`src/design/mf2d_pkg.sv`:
```
// Shared types and constants of the two-dimensional median filter.
package mf2d_pkg;

  localparam int MF2D_MAX_RADIUS = 10;
  localparam int MF2D_MAX_WIDTH  = 1024;
  localparam int MF2D_MAX_HEIGHT = 1024;

  // Register indexes on the configuration port.
  localparam logic [1:0] REG_WIDTH  = 2'd0;
  localparam logic [1:0] REG_HEIGHT = 2'd1;
  localparam logic [1:0] REG_RADIUS = 2'd2;

  typedef struct packed {
    logic       action;
    logic [7:0] pixel;
  } in_item_t;

  typedef struct packed {
    logic [7:0] median;
    logic       last_of_frame;
  } out_item_t;

  // Control of the bit-serial rank selector.
  typedef struct packed {
    logic clear;
    logic sample;
    logic decide;
  } rank_ctrl_t;

endpackage

```
`src/design/mf2d_rank.sv`:
```
// Bit-serial radix selector: finds the element of rank floor(n/2), one bit plane per pass.
module mf2d_rank #(
  parameter int MAX_RADIUS = mf2d_pkg::MF2D_MAX_RADIUS
) (
  input  logic                 clk_i,
  input  logic                 rst_ni,
  input  mf2d_pkg::rank_ctrl_t ctrl_i,
  input  logic [7:0]           data_i,
  output logic [7:0]           median_o,
  output logic                 last_pass_o
);
  import mf2d_pkg::*;

  localparam int NMAX = (2 * MAX_RADIUS + 1) * (2 * MAX_RADIUS + 1);
  localparam int NW   = $clog2(NMAX + 1);

  logic [7:0]    prefix_q, prefix_d;
  logic [2:0]    bit_q, bit_d;
  logic [NW-1:0] cnt_q, cnt_d;
  logic [NW-1:0] n_q, n_d;
  logic [NW-1:0] k_q, k_d;
  logic          first_q, first_d;
  logic [7:0]    hi_mask;
  logic          match;
  logic [NW-1:0] k_cur;

  // An element counts when it agrees with the decided upper bits and has a zero here.
  always_comb begin
    hi_mask = 8'hFF << (4'(bit_q) + 4'd1);
    match   = (((data_i ^ prefix_q) & hi_mask) == 8'd0) && !data_i[bit_q];
    k_cur   = first_q ? (n_q >> 1) : k_q;
  end

  // Counting during a pass and the decision at its end.
  always_comb begin
    prefix_d = prefix_q;
    bit_d    = bit_q;
    cnt_d    = cnt_q;
    n_d      = n_q;
    k_d      = k_q;
    first_d  = first_q;
    if (ctrl_i.clear) begin
      prefix_d = 8'd0;
      bit_d    = 3'd7;
      cnt_d    = '0;
      n_d      = '0;
      first_d  = 1'b1;
    end else if (ctrl_i.sample) begin
      if (match) begin
        cnt_d = cnt_q + NW'(1);
      end
      if (first_q) begin
        n_d = n_q + NW'(1);
      end
    end else if (ctrl_i.decide) begin
      if (cnt_q > k_cur) begin
        k_d = k_cur;
      end else begin
        k_d = k_cur - cnt_q;
        prefix_d[bit_q] = 1'b1;
      end
      bit_d   = bit_q - 3'd1;
      cnt_d   = '0;
      first_d = 1'b0;
    end
  end

  always_ff @(posedge clk_i or negedge rst_ni) begin
    if (!rst_ni) begin
      bit_q   <= 3'd7;
      cnt_q   <= '0;
      n_q     <= '0;
      first_q <= 1'b1;
    end else begin
      bit_q   <= bit_d;
      cnt_q   <= cnt_d;
      n_q     <= n_d;
      first_q <= first_d;
    end
  end

  always_ff @(posedge clk_i) begin
    prefix_q <= prefix_d;
    k_q      <= k_d;
  end

  assign median_o    = prefix_q;
  assign last_pass_o = (bit_q == 3'd0);

endmodule

```
`config.mk`:
```
export PLATFORM = sky130hd
export DESIGN_NAME = mf2d_rank
export DESIGN_NICKNAME = d
export VERILOG_FILES = /design/src/design/mf2d_pkg.sv /design/src/design/mf2d_rank.sv
export SDC_FILE = /design/constraint.sdc
export NUM_CORES = 1
export LEC_CHECK = 0
export ABC_AREA = 1
export ABC_CLOCK_PERIOD_IN_PS = 5100
export BUFFER_PORTS_ARGS = -buffer_cell sky130_fd_sc_hd__buf_2
export CORE_MARGIN = 2
export CORE_UTILIZATION = 60
export CTS_BUF_LIST = sky130_fd_sc_hd__clkbuf_8 sky130_fd_sc_hd__clkbuf_16
export DETAILED_ROUTE_END_ITERATION = 8
export GPL_ROUTABILITY_DRIVEN = 0
export PLACE_DENSITY = 0.86
export SETUP_SLACK_MARGIN = 0.4
export SYNTH_ARGS = -nofsm -noshare
export SYNTH_HDL_FRONTEND = slang
export SYNTH_SLANG_ARGS = --single-unit
```
`constraint.sdc`:
```
create_clock -name clk_i -period 5.1 [get_ports clk_i]
set_clock_uncertainty 0.1 [all_clocks]
set_input_delay 1.02 -clock clk_i [delete_from_list [all_inputs] [get_ports clk_i]]
set_output_delay 1.02 -clock clk_i [all_outputs]
set_load 0.03 [all_outputs]
```
# ---- Yosys cells after proc, flatten, opt, wreduce, memory -nomap -nowiden
# Index checks and enable logic that the tools add are counted.
# Widths: inputs -> output; s select.
dict set report word_totals {
  word_cells 56
  in_bits 13
  ff_bits 39
}
dict set report op_classes {
  order_cmp 3
  n_addsub 5
  shifts 1
  n_bitwise 6
  mux 19
  reduce_logical 14
  eq_ne 2
}
# operator n
set op_table {}
lappend op_table {{$mux 9} 9}
lappend op_table {{$add 9x1->9 const B} 2}
lappend op_table {{$gt 9x9->1} 1}
lappend op_table {{$mux 3} 3}
lappend op_table {{$sub 9x9->9} 1}
lappend op_table {{$and 8x8->8} 1}
lappend op_table {{$logic_not 8->1} 1}
lappend op_table {{$or 8x8->8} 1}
lappend op_table {{$shl 8x4->8 const A} 1}
lappend op_table {{$xor 8x8->8} 1}
lappend op_table {{$reduce_and 2->1} 3}
lappend op_table {{$reduce_and 3->1} 2}
lappend op_table {{$reduce_bool 2->1} 3}
lappend op_table {{$mux 1} 5}
lappend op_table {{$add 3x1->4 const B} 1}
lappend op_table {{$lt 3x4->1 const B} 1}
lappend op_table {{$bmux 1 s3} 1}
lappend op_table {{$demux 1 s3} 1}
lappend op_table {{$ge 3x1->1 const B} 1}
lappend op_table {{$logic_not 3->1} 1}
lappend op_table {{$ne 3x1->1 const B} 1}
lappend op_table {{$not 1->1} 3}
lappend op_table {{$reduce_bool 3->1} 1}
lappend op_table {{$sub 3x1->3 const B} 1}
lappend op_table {{3 further kinds} 4}

# ---- Depth between registers and ports, before layout
dict set report depth {
  depth_word 8
  mapped_depth 15
  mapped_depth_nobuf 13
}

# ---- Worst setup path after synthesis
# OpenSTA, ideal clock, no wires.
dict set report synth_timing {
  path_type {register to register}
  startpoint {register first_q}
  endpoint {register k_q[8], data pin}
  arrival_ns 2.057
  setup_time_ns 0.260
  required_ns 4.740
  stages_incl_launch_ff 15
  n_path_buf 2
  synth_period_minus_slack_ns 2.417
  path_slack_ns 2.683
  cell_sequence {dfstp_2 > inv_1 > clkbuf_1 > nand2_1 > o21ai_0 > ha_1 > nand2_1 > nand2_1 > nand2_1 > nand2_1 > a21oi_1 > nand3_2 > buf_4 > nand3_1 > o21ai_0}
}
dict set report synth_via {
  elab_chain_len 3
  elab_cells_between_ends 4
}
# item line
set synth_lines {}
lappend synth_lines {{start: declaration} mf2d_rank.sv:22} ;# logic first_q, first_d;
lappend synth_lines {{start signal: assignment} mf2d_rank.sv:78} ;# first_q <= first_d;
lappend synth_lines {{$mux 9 (*)} mf2d_rank.sv:31} ;# k_cur = first_q ? (n_q >> 1) : k_q;
lappend synth_lines {{$sub 9x9->9 or $gt 9x9->1 (tied branches)} {mf2d_rank.sv:59, mf2d_rank.sv:56}}
lappend synth_lines {{$mux 9 (*)} mf2d_rank.sv:56} ;# if (cnt_q > k_cur) begin
lappend synth_lines {{end signal: assignment} mf2d_rank.sv:84} ;# k_q <= k_d;
lappend synth_lines {{end: declaration} mf2d_rank.sv:21} ;# logic [NW-1:0] k_q, k_d;
# Every way passes the cells marked *; elsewhere a longest branch is shown, timed or not.
# A chain may end at the register's enable or synchronous reset.

# ---- Worst setup path in the final report
dict set report layout_timing {
  startpoint {register first_q}
  endpoint {register k_q[6], data pin}
}
# The elaborated chain is that of the path after synthesis.

==> run_results.csv <==
group,metric,value,unit
run_status,status,"finished, final reports clean",
detailed_routing,wl,6060,um
power,combPwrFrac,35.7,%
logic_synthesis,syn_avg_cell_area,7.07,um2
worst_setup_path,worst_ep_required_time,5.04,ns
detailed_routing,drc,0,
power,p_int,555,uW
logic_synthesis,ys_types,35,
logic_synthesis,synth_area,0.00279,mm2
worst_setup_path,cp_num_buf_inv,2,
die,die_area,0.00522,mm2
logic_synthesis,syn-instance-count,395,
detailed_routing,post_drt_via_cell_ratio,5.61,
cts,ctsResizeCount,0,
worst_setup_path,critical_path.endpoint_type,"register",
cts,numCtsBuffers,5,
cts,numClockSinks,39,
global_routing,met1_usage,36.0,%
worst_setup_path,critPathLaunchType,"register",
worst_hold_path,hold_class,"register to register",
global_routing,gr-usage-all-layers,25.4,%
logic_synthesis,yosysTopAreaCell,"dfrtp_1",
placed_design,post_dp_cell_area,0.00291,mm2
logic_synthesis,ys_warn_count,0,
worst_setup_path,ff2ff_setup_slack,2.19,ns
die,die_h,72.2,um
cts,cts_root_buffer,"clkbuf_8",
worst_setup_path,arrival,2.85,ns
global_routing,met3_usage,3.33,%
cts,hold_buffers,0,
cells_and_area,drive_gt1_share,12.8,%
cts,cts.clk_slew.worst_paths,0.07,ns
worst_setup_path,path_class,"register to register",
die,core,0.00441,mm2
sta,fin_crit_sh,57.0,%
detailed_routing,wire_per_inst,13.0,um
logic_synthesis,synthArstFlopShare,56.4,%
logic_synthesis,synth_edf_count,9,
global_routing,grt_overflow,0,
cells_and_area,syn2layout_area_growth,6.94,%
worst_setup_path,critPathTopFamily,"compound AO/OA/AOI/OAI gates",
global_routing,use_met2,40.5,%
worst_setup_path,crit_top_cell,"nand2_1",
power,irDropWorstVdd,0.309,mV
cells_and_area,num_antenna_cells,0,
cells_and_area,final_common_cell,"nand2_1",
logic_synthesis,synth_area_leaders,"dfrtp_1 (16%), nand2_1 (14%), edfxtp_1 (9.7%), nand3_1 (8.2%), ha_1 (7.6%)",
power,seqPwrFrac,42.1,%
sta,relSlewSlack,45.3,%
sta,hold_viol,0,
placed_design,hpwl,4620,um
cts,clkLatencyLatePin,0.29,ns
logic_synthesis,synth_flop_cell,"dfrtp_1",
worst_setup_path,slowest_stage,"dfstp_2",
global_routing,grt_pass1_wl,10600,um
die,num_rows,24,
worst_setup_path,worst_path_largest_cell_delay,0.58,ns
sta,fin_crit,2.91,ns
sta,setup_violations,0,
power,clockPowerShare,22.2,%
cts,ctsLongestPathBuffers,2,
cts,post-cts-setup-buffer-count,0,
worst_setup_path,crit_chain,"inv_1, o21ai_0, ha_1, nand2_1, nand2_1, nand2_1, nand2_1, a21oi_1, nand3_2, inv_2, o21ai_1",
placed_design,place.port_buffers,21,
detailed_routing,dr_total_vias,2618,
die,die_w,72.2,um
flow_run,cap_violations,0,
die,io_pins,22,
power,power_density,298,mW/mm2
power,p_switching,335,uW
global_routing,busiest_layer,"met2",
cells_and_area,fin_area,0.00299,mm2
cts,htreeDepth,2,
global_routing,grt_pass1_vias,2411,
worst_setup_path,cp_max_fo,15,
sta,fin_setup_tns,0,ns
power,leakage,0.00145,uW
global_routing,grt_max_degree,23,
sta,timing.fmax,344,MHz
cts,cts_tree,"done",
power,switching_share,37.6,%
cells_and_area,layout.nets,445,
sta,report.final.slew_viol_count,0,
die,start_util,63.3,%
detailed_routing,drtPass1Iterations,7,
sta,rsz0062_at_grt,"false",
logic_synthesis,yosys_register_bits,39,
sta,worst_slew_pin_slew,0.818,ns
logic_synthesis,synth.top_cell.area_share,16.1,%
logic_synthesis,ys_seq_area_share,35.3,%
logic_synthesis,syn_nets,426,
cells_and_area,final_cell_mix,"nand2_1 (101), inv_1 (53), nand3_1 (46)",
detailed_routing,antenna_left,0,
global_routing,grt_antenna_before_repair,0,
detailed_routing,drt_iter0_markers,254,
-- state kept, by name, summed over array words and instances (netlist names) --
name,flops
cnt_q,9
k_q,9
n_q,9
median_o,8
bit_q,3
first_q,1
-- stage by stage --
| step | cells | setup WS (ns) | total power [uW] | hold WS [ns] | utilization, % |
|---|---|---|---|---|---|
| 4_1_cts | 467 | 2.22 | 889 | 0.369 | 67.7 |
| 6_report | 467 | 2.19 | 890 | 0.369 | 67.7 |
| 5_1_grt | 467 | 1.95 | 954 | 0.395 | 67.7 |
| 3_5_place_dp | 459 | 2.24 | 693 | 0.357 | 65.8 |
| 3_3_place_gp | 459 | 2.28 | 684 | 0.350 | 65.8 |
| 2_1_floorplan | 395 | 2.68 | 633 | 0.333 | - |
-- power by group through the flow --
stage | clock, uW | sequential, uW | combinational (uW)
finish | 198 | 375 | 318
global route | 215 | 379 | 361
CTS | 201 | 374 | 313
detailed placement | 0 | 381 | 312
global placement | 0 | 380 | 304
floorplan | 0 | 370 | 263
-- routing by layer --
layer | vias up | part of all wire [%]
met2 | 80 | 47
met1 | 1216 | 46
li1 | 1313 | -
met4 | 0 | 1.0
met5 | - | 0
met3 | 9 | 5.5
-- layout make-up --
type                            instances  area, um2
Fill cell                             370       1430
Clock inverter                          3       12.5
Timing Repair Buffer                   21        105
Inverter                               59        238
Sequential cell                        39        986
Clock buffer                            5       68.8
Multi-Input combinational cell        288       1510
Tap cell                               52       65.1
-- Yosys cell counts (2+ instances only) --
library cell / count
nor2_1: 36
nand4_1: 2
o21ai_0: 20
nor3_1: 7
clkbuf_1: 3
edfxtp_1: 9
inv_2: 6
nor3_2: 4
dfrtp_1: 18
nand2_2: 2
xnor2_1: 4
a31oi_1: 2
nor2_2: 2
o21ai_1: 9
buf_4: 4
dfstp_2: 4
nand3_2: 2
nand2_1: 101
inv_1: 51
ha_1: 17
xor2_1: 3
nand2_4: 2
nand3_1: 46
a21oi_1: 23
dfxtp_1: 8
-- cell families after synthesis --
group | Yosys count | synth area share (%)
fa+ha+maj | 18 | 8.33
buf+inv | 68 | 10.6
compound gates | 56 | 10.3
flops | 39 | 35.3
simple gates | 207 | 33.3
xor+xnor | 7 | 2.19
-- final timing paths --
| check | startpoint | to | cells past startpoint |
|---|---|---|---|
| min reg2reg | n_q[6]$_DFFE_PN0P_ | n_q[6]$_DFFE_PN0P_ | 1 |
| min in group asynchronous | rst_ni | n_q[7]$_DFFE_PN0P_ | 1 |
| min | n_q[6]$_DFFE_PN0P_ | n_q[6]$_DFFE_PN0P_ | 1 |
| max | first_q$_DFFE_PN1P_ | k_q[6]$_DFFE_PP_ | 11 |
| max in group asynchronous | rst_ni | first_q$_DFFE_PN1P_ | 1 |
| max reg2reg | first_q$_DFFE_PN1P_ | k_q[6]$_DFFE_PP_ | 11 |
Note: power is estimated with default switching activity, not from simulation.
